[src/rtl/tsg_pkg.sv]
`timescale 1ns / 1ps
// Shared types, constants and the sine table builder for the turtle segment generator.
package tsg_pkg;

	localparam int ANGLE_BITS = 16;
	localparam int STACK_DEPTH_DEF = 64;

	localparam int CFG_INDEX_W = 2;
	localparam logic [CFG_INDEX_W-1:0] CFG_INITIAL_HEADING = 2'd0;
	localparam logic [CFG_INDEX_W-1:0] CFG_TURN_ANGLE = 2'd1;

	localparam logic [1:0] STATUS_SEGMENT = 2'd0;
	localparam logic [1:0] STATUS_OVERFLOW = 2'd1;
	localparam logic [1:0] STATUS_UNDERFLOW = 2'd2;

	localparam logic [23:0] STEP_ONE = 24'd65536;

	typedef enum logic [3:0] {
		OP_START   = 4'd0,
		OP_PLUS    = 4'd1,
		OP_MINUS   = 4'd2,
		OP_MOVE    = 4'd3,
		OP_DRAW    = 4'd4,
		OP_PUSH    = 4'd5,
		OP_POP     = 4'd6,
		OP_REVERSE = 4'd7,
		OP_SETCOL  = 4'd8,
		OP_ADDCOL  = 4'd9,
		OP_SCALE   = 4'd10,
		OP_TURNDEG = 4'd11
	} opcode_t;

	typedef logic [ANGLE_BITS-1:0] heading_t;

	typedef struct packed {
		heading_t    heading;
		logic [31:0] pos_x;
		logic [31:0] pos_y;
		logic [23:0] step;
		logic        neg;
		logic [7:0]  color;
	} turtle_t;

	typedef struct packed {
		logic push;
		logic pop;
		logic clear;
	} stack_op_t;

	typedef struct packed {
		logic empty;
		logic full;
	} stack_stat_t;

	typedef struct packed {
		logic [1:0]  status;
		logic [31:0] start_x;
		logic [31:0] start_y;
		logic [31:0] end_x;
		logic [31:0] end_y;
		logic [7:0]  color;
	} res_t;

	// Degree handling. A full circle is 360 degrees; the operand is reduced
	// modulo 360 by a reciprocal multiply that is exact over 24 bits.
	localparam int DEG_FULL = 360;
	localparam int MOD_SHIFT = 33;
	localparam longint MOD_M = ((64'd1 << MOD_SHIFT) + DEG_FULL - 1) / DEG_FULL;
	localparam int MOD_OFFSET = (1 << 23) % DEG_FULL;

	// Heading increment = r * DEG_Q + floor((r * DEG_R + 180) / 360).
	localparam int DEG_SHIFT = 26;
	localparam longint DEG_Q = (64'd1 << ANGLE_BITS) / DEG_FULL;
	localparam longint DEG_R = (64'd1 << ANGLE_BITS) % DEG_FULL;
	localparam longint DEG_M = ((64'd1 << DEG_SHIFT) + DEG_FULL - 1) / DEG_FULL;
	localparam longint DEG_RM = DEG_R * DEG_M;
	localparam longint DEG_HALF = (DEG_FULL / 2) * DEG_M;

	localparam int H12_SHIFT = (ANGLE_BITS >= 12) ? ANGLE_BITS - 12 : 0;
	localparam int H12_PAD = (ANGLE_BITS < 12) ? 12 - ANGLE_BITS : 0;

	localparam int QTAB_LAST = 1024;
	typedef logic [16:0] qtab_t [0:QTAB_LAST];

	function automatic logic [11:0] heading_to_h12(heading_t h);
		return 12'((32'(h) >> H12_SHIFT) << H12_PAD);
	endfunction

	// Quarter-wave sine in Q1.16 from an odd polynomial, clamped to 1.0.
	function automatic qtab_t build_qtab();
		qtab_t  tab;
		longint t;
		longint t2;
		longint p;
		longint s;
		for (int k = 0; k <= QTAB_LAST; k++) begin
			t = longint'(k) <<< 20;
			t2 = (t * t) >>> 30;
			p = 64'sd172272;
			p = 64'sd5026998 - ((t2 * p) >>> 30);
			p = 64'sd85569305 - ((t2 * p) >>> 30);
			p = 64'sd693598668 - ((t2 * p) >>> 30);
			p = 64'sd1686629713 - ((t2 * p) >>> 30);
			s = (((t * p) >>> 30) + 64'sd8192) >>> 14;
			tab[k] = (s > 64'sd65536) ? 17'd65536 : 17'(s);
		end
		return tab;
	endfunction

endpackage

[src/rtl/tsg_exec.sv]
`timescale 1ns / 1ps
// Command execution: next turtle state, stack operation and result for one command.
module tsg_exec (
	input  logic [3:0]            opcode,
	input  logic signed [23:0]    operand_value,
	input  logic [8:0]            deg_pos,
	input  logic [8:0]            deg_neg,
	input  tsg_pkg::turtle_t      cur,
	input  tsg_pkg::turtle_t      top,
	input  tsg_pkg::stack_stat_t  stk,
	input  logic signed [17:0]    cos_val,
	input  logic signed [17:0]    sin_val,
	input  logic [15:0]           initial_heading,
	input  logic [15:0]           turn_angle,
	output tsg_pkg::turtle_t      nxt,
	output tsg_pkg::stack_op_t    stk_op,
	output logic                  res_valid,
	output tsg_pkg::res_t         res
);

	function automatic logic [31:0] sat32(logic [32:0] v);
		if (v[32] != v[31]) begin
			return v[32] ? 32'h8000_0000 : 32'h7fff_ffff;
		end
		return v[31:0];
	endfunction

	tsg_pkg::opcode_t    opc;
	logic signed [41:0]  prod_x;
	logic signed [41:0]  prod_y;
	logic [41:0]         rnd_x;
	logic [41:0]         rnd_y;
	logic [25:0]         dx;
	logic [25:0]         dy;
	logic [31:0]         adv_x;
	logic [31:0]         adv_y;
	logic signed [47:0]  prod_s;
	logic [47:0]         rnd_s;
	logic [31:0]         sc;
	logic [23:0]         step_sc;
	tsg_pkg::heading_t   ta;
	logic [8:0]          deg_r;
	logic [39:0]         deg_frac;
	tsg_pkg::heading_t   deg_inc;

	always_comb begin
		prod_x = $signed(cur.step) * cos_val;
		prod_y = $signed(cur.step) * sin_val;
		rnd_x = prod_x + 42'sd32768;
		rnd_y = prod_y + 42'sd32768;
		dx = rnd_x[41:16];
		dy = rnd_y[41:16];
		adv_x = sat32({cur.pos_x[31], cur.pos_x} + {{7{dx[25]}}, dx});
		adv_y = sat32({cur.pos_y[31], cur.pos_y} + {{7{dy[25]}}, dy});

		prod_s = $signed(cur.step) * operand_value;
		rnd_s = prod_s + 48'sd32768;
		sc = rnd_s[47:16];
		if ((&sc[31:23]) || !(|sc[31:23])) begin
			step_sc = sc[23:0];
		end else begin
			step_sc = sc[31] ? 24'h80_0000 : 24'h7f_ffff;
		end

		ta = tsg_pkg::heading_t'(turn_angle);
		deg_r = cur.neg ? deg_neg : deg_pos;
		deg_frac = 40'(deg_r) * 40'(tsg_pkg::DEG_RM) + 40'(tsg_pkg::DEG_HALF);
		deg_inc = tsg_pkg::heading_t'(40'(deg_r) * 40'(tsg_pkg::DEG_Q)
			+ (deg_frac >> tsg_pkg::DEG_SHIFT));
	end

	always_comb begin
		opc = tsg_pkg::opcode_t'(opcode);
		nxt = cur;
		stk_op = '0;
		res_valid = 1'b0;
		res = '0;
		unique case (opc)
			tsg_pkg::OP_START: begin
				nxt.heading = tsg_pkg::heading_t'(initial_heading);
				nxt.pos_x = '0;
				nxt.pos_y = '0;
				nxt.step = tsg_pkg::STEP_ONE;
				nxt.neg = 1'b0;
				nxt.color = '0;
				stk_op.clear = 1'b1;
			end
			tsg_pkg::OP_PLUS, tsg_pkg::OP_MINUS: begin
				if ((opc == tsg_pkg::OP_MINUS) != cur.neg) begin
					nxt.heading = cur.heading - ta;
				end else begin
					nxt.heading = cur.heading + ta;
				end
			end
			tsg_pkg::OP_MOVE: begin
				nxt.pos_x = adv_x;
				nxt.pos_y = adv_y;
			end
			tsg_pkg::OP_DRAW: begin
				nxt.pos_x = adv_x;
				nxt.pos_y = adv_y;
				res_valid = 1'b1;
				res.status = tsg_pkg::STATUS_SEGMENT;
				res.start_x = cur.pos_x;
				res.start_y = cur.pos_y;
				res.end_x = adv_x;
				res.end_y = adv_y;
				res.color = cur.color;
			end
			tsg_pkg::OP_PUSH: begin
				if (stk.full) begin
					res_valid = 1'b1;
					res.status = tsg_pkg::STATUS_OVERFLOW;
				end else begin
					stk_op.push = 1'b1;
				end
			end
			tsg_pkg::OP_POP: begin
				if (stk.empty) begin
					res_valid = 1'b1;
					res.status = tsg_pkg::STATUS_UNDERFLOW;
				end else begin
					stk_op.pop = 1'b1;
					nxt = top;
				end
			end
			tsg_pkg::OP_REVERSE: begin
				nxt.neg = !cur.neg;
			end
			tsg_pkg::OP_SETCOL: begin
				nxt.color = operand_value[7:0];
			end
			tsg_pkg::OP_ADDCOL: begin
				nxt.color = cur.color + operand_value[7:0];
			end
			tsg_pkg::OP_SCALE: begin
				nxt.step = step_sc;
			end
			tsg_pkg::OP_TURNDEG: begin
				nxt.heading = cur.heading + deg_inc;
			end
			default: begin
				nxt = cur;
			end
		endcase
	end

endmodule

[config.mk]
export PLATFORM = sky130hd
export DESIGN_NAME = tsg_exec
export DESIGN_NICKNAME = d
export VERILOG_FILES = /design/src/rtl/tsg_pkg.sv /design/src/rtl/tsg_exec.sv
export SDC_FILE = /design/constraint.sdc
export NUM_CORES = 2
export LEC_CHECK = 0
export ABC_AREA = 0
export BUFFER_PORTS_ARGS = -buffer_cell sky130_fd_sc_hd__buf_2
export CORE_UTILIZATION = 34
export DETAILED_ROUTE_END_ITERATION = 10
export PLACE_DENSITY_LB_ADDON = 0.1
export SYNTH_ARGS = -nofsm -noshare
export SYNTH_HDL_FRONTEND = slang
export SYNTH_SLANG_ARGS = --single-unit
export TNS_END_PERCENT = 100
[constraint.sdc]
create_clock -name vclk -period 12.41
set_input_delay 1.241 -clock vclk [all_inputs]
set_output_delay 1.241 -clock vclk [all_outputs]
set_load 0.01 [all_outputs]
# Yosys cells after proc, flatten, opt, wreduce, memory -nomap -nowiden
# Index checks and enable logic that the tools add are counted.
# word_totals
register_bits,0
input_bits,342
out_inout_bits,255
word_cells,68
# classes
add_sub_neg,11
mul,5
eq_ne,14
n_mux,30
n_reduce_logical,8
# ops
op,count
2-to-1 mux 32 bit,6
case mux 64 bit (3 select lines),1
2-to-1 mux 136 bit,1
2-to-1 mux 113 bit,1
adder 42 x 17 -> 42 bit (second input constant),2
multiplier 24 x 18 -> 42 bit,2
case mux 24 bit (3 select lines),1
adder 32 x 26 -> 33 bit,2
case mux 16 bit (4 select lines),1
adder 48 x 17 -> 48 bit (second input constant),1
multiplier 24 x 24 -> 48 bit,1
2-to-1 mux 24 bit,2
adder 16 bit,2
adder 31 x 26 -> 32 bit (second input constant),1
case mux 8 bit (4 select lines),1
multiplier 9 x 17 -> 26 bit (second input constant),1
adder 16 x 6 -> 16 bit,1
== test 4 x 3 -> 1 bit (second input constant),4
== test 4 bit (second input constant),4
2-to-1 mux 16 bit,1
subtractor 16 bit,1
multiplier 9 x 7 -> 15 bit (second input constant),1
2-to-1 mux 1 bit,10
2-to-1 mux 9 bit,1
other kinds (13),19

# Depth between registers and ports, before layout
# depth
depth_word,7
depth_mapped,45

# Worst setup path after synthesis
# Ideal clock, no wire load.
# synth_timing
path_kind,in2out
from,input port cur[27] (netlist name)
to,output port nxt[35] (netlist name)
arrival_time_ps,10418
t_required_ps,11169
slack_ps,751
stages,41
path_cell_list,clkbuf_1 clkbuf_1 nand2_1 fa_1 fa_1 fa_1 inv_1 fa_1 fa_1 inv_1 fa_1 inv_1 ha_1 a21o_1 a21o_1 a21oi_1 nor2_1 a2111oi_0 [5 not listed] xnor2_1 ha_1 a21o_1 a21o_1 a21oi_1 nor2_1 o21a_1 o21ai_0 o211ai_1 a41o_1 a21o_1 a21o_1 xor2_1 ha_1 clkbuf_1 nand3_1 clkbuf_1 nand2_1
# synth_rtl
element,line,text
from (decl),tsg_exec.sv:8,"input tsg_pkg::turtle_t cur,"
to (decl),tsg_exec.sv:15,"output tsg_pkg::turtle_t nxt,"

==> results.txt <==
The max-cap violation count came out at 0. The vertical die dimension came out at 433 um. The largest incremental delay on the critical path is 0.53 ns. The total area inside the core boundary comes to 184,000 um2. In this run the mean area of a mapped cell was 8.60 um2.

The number of nets in the synthesized netlist is 9,736. The smallest hold slack came out at 2.76 ns. The routability congestion estimate from global placement is 0.946. The largest total area in the synthesized netlist belongs to fa_1. The met3 capacity usage during global routing is 1.65%. The number of hold violations in the final report came out at 0.

The floorplan has 157 rows. The fmax came out at 83.9 MHz. STA classifies the critical path startpoint as an input port. The final-layout clock buffer total is 0. The first TritonRoute pass finished after 9 iterations. The headroom to the max-slew limit is 31.3%. The met1 track utilization from global routing came out at 34.3%.

The first global-routing pass estimated 345,000 um of wire. The fraction of layout cells with a size suffix above 1 came out at 12.3%. Setup violations remaining at the end of the flow were counted as 0. The floorplan step defined a die boundary enclosing 187,000 um2.

The sum of routed wire length over all layers is 224,000 um. The startpoint of the tightest hold check path is stk[0]. In the post-synthesis netlist, the biggest area contributors are fa_1 (48%), ha_1 (11%), inv_1 (10%), nand2_1 (6.3%), and2_1 (4.9%).

The global-route usage over all layers came out at 24.2%. The via density per instance is 5.00. In this run the remaining antenna-violating nets after routing total 0. The critical path data arrival time is 10.67 ns. The final route contains 51.4k vias. The number of top-level design ports came out at 597. The master of the slowest instance on the critical path is fa_1. Of the available clock period, the critical path in the final layout requires 96.0%. The area of combinational cells with multiple inputs came out at 55,300 um2. The maximum net fanout on the critical path is 14. Summing every instance area after synthesis gives 63,100 um2. The worst setup path is captured at an output pin. The top-area cell type share of the netlist area is 48.2%. At the end of the flow, the number of nets in the layout was 10.2k.

The initial utilization of the core area, before any placement, comes to 34.4%. In the layout the commonest cells are inv_1 (1,698), fa_1 (1,518), nand2_1 (1,057), buf_2 (582), ha_1 (533). The remaining design rule violation count came out at 0. The share of the Yosys chip area taken by registers is 0%.

The cell depth of the worst hold path is 3. The sequential cell count came out at 0. The area occupied by registers is 0 um2.

The per-cell routed wire length is 21.8 um. The final critical delay including setup and external delays came out at 11.91 ns. The slew at the pin closest to its max-slew limit came out at 1.03 ns. After routing the design area is 70,000 um2.

The count of hold-fix buffers inserted at cts is 0. The area growth from synthesis to layout is 10.8%. The number of antenna violations at the first check in global routing came out at 31. The first routing iteration left 3,266 violations. The setup path with the least slack is of type in -> out.

The number of cells in the design after placement is 10.3k. The number of global-route vias before repair came to 55.2k. The number of buffers added on ports is 597. The number of synthesis warnings came out at 0.

The post-detailed-placement half-perimeter wirelength is 191,000 um. The total cell area at the placement stage is 69,800 um2. Summed over all layers, the global routing overflow is 0. The fill cell instance count of the final layout came out at 19.3k. The global routing stage identified its most utilized layer as met2. The cell count after synthesis came out at 7,341.

The non-filler instance count after layout is 10.3k. The tightest min-delay check is of the in -> out type. Buffers added to address setup during post-CTS repair amount to 0.

The terminating pin of the worst hold path is stk_op[2]. In the global route stage, met2 resource usage came out at 40.3%. The pin count of the biggest net entering global routing is 75. The data required time at the worst endpoint is 11.17 ns.

The run finished with clean final reports. Yosys mapped the design onto 98 distinct sky130hd cell types. The die is 433 um wide.

Leaving out fill and tap cells, the most frequent cell in the layout is inv_1. The number of instances resized during post-cts repair came out at 0. The final number of max-transition violations was 0.
==> metal layers <==
layer | share of wire [%] | up-vias
met3 | 4.9 | 212
met2 | 47 | 1451
met1 | 45 | 26585
met5 | 0.039 | -
li1 | - | 23105
met4 | 2.9 | 16
==> logic make-up (layout without fill, tap and decap cells) <==
group,Yosys count,after routing,synth area share (%)
AOI/OAI and AO/OA,770,770,8.68
adders and majority gates,2070,2070,59.0
muxes,19,19,0.317
buffers and inverters,2083,2549,12.5
and+or+nand+nor,2156,2156,16.1
other,0,12,0
xor gates and xnor gates,243,243,3.37
==> worst max-delay path by stage <==
stage                           from       to  slack (ns)  cells past startpoint
after floorplan              cur[27]  nxt[35]        0.75                     41
after global placement       cur[25]  nxt[56]        0.26                     43
after detailed placement     cur[15]  nxt[56]        0.17                     46
after CTS                    cur[21]  nxt[56]        0.13                     43
after global routing      sin_val[7]  nxt[41]      -0.009                     41
final                        cur[25]  nxt[61]        0.50                     46
==> worst max-delay path, delay by kind of cell <==
kind / cells / cell delay (ns)
fa+ha+maj: 9 / 3.88
compound gates: 16 / 3.02
simple gates: 7 / 0.72
xor+xnor: 2 / 0.30
buf+inv: 12 / 1.52
==> cell usage after synthesis (8+ instances only) <==
cell      number
and3_1        85
or3_1         12
inv_1       1698
nor3_1        53
nor2_1       252
a222oi_1      64
nor2b_1       23
clkbuf_1     351
a211o_1        9
buf_2         12
o21a_1        45
nand4_1       18
xnor2_1      165
o21bai_1      21
a21oi_1      187
nand2b_1      60
o21ai_1       38
fa_1        1519
buf_1          9
and2_1       490
a211oi_1      12
o31ai_1       10
o21ai_0       97
nand2_1     1058
o221ai_1      11
nand3_1       56
a22oi_1       49
a21o_1        83
a31oi_1       14
maj3_2        16
or2_2         12
ha_1         534
mux2_2         8
xor2_1        78
o211ai_1      24
mux2i_1       11
o41ai_1       10
==> stage by stage <==
stage,setup TNS (ns),utilization (%),worst slack [ns]
2_1_floorplan,0,-,0.751
3_3_place_gp,0,38.0,0.260
3_5_place_dp,0,38.0,0.175
4_1_cts,0,38.0,0.127
5_1_grt,-0.00900,38.1,-0.00850
6_report,0,38.1,0.497
==> final cells by class <==
type | count | area share [%]
multi-input combinational | 5258 | 79.1
inverter | 1701 | 9.12
timing repair buffer | 848 | 7.33
tap | 2464 | 4.41
antenna | 12 | 0.0429
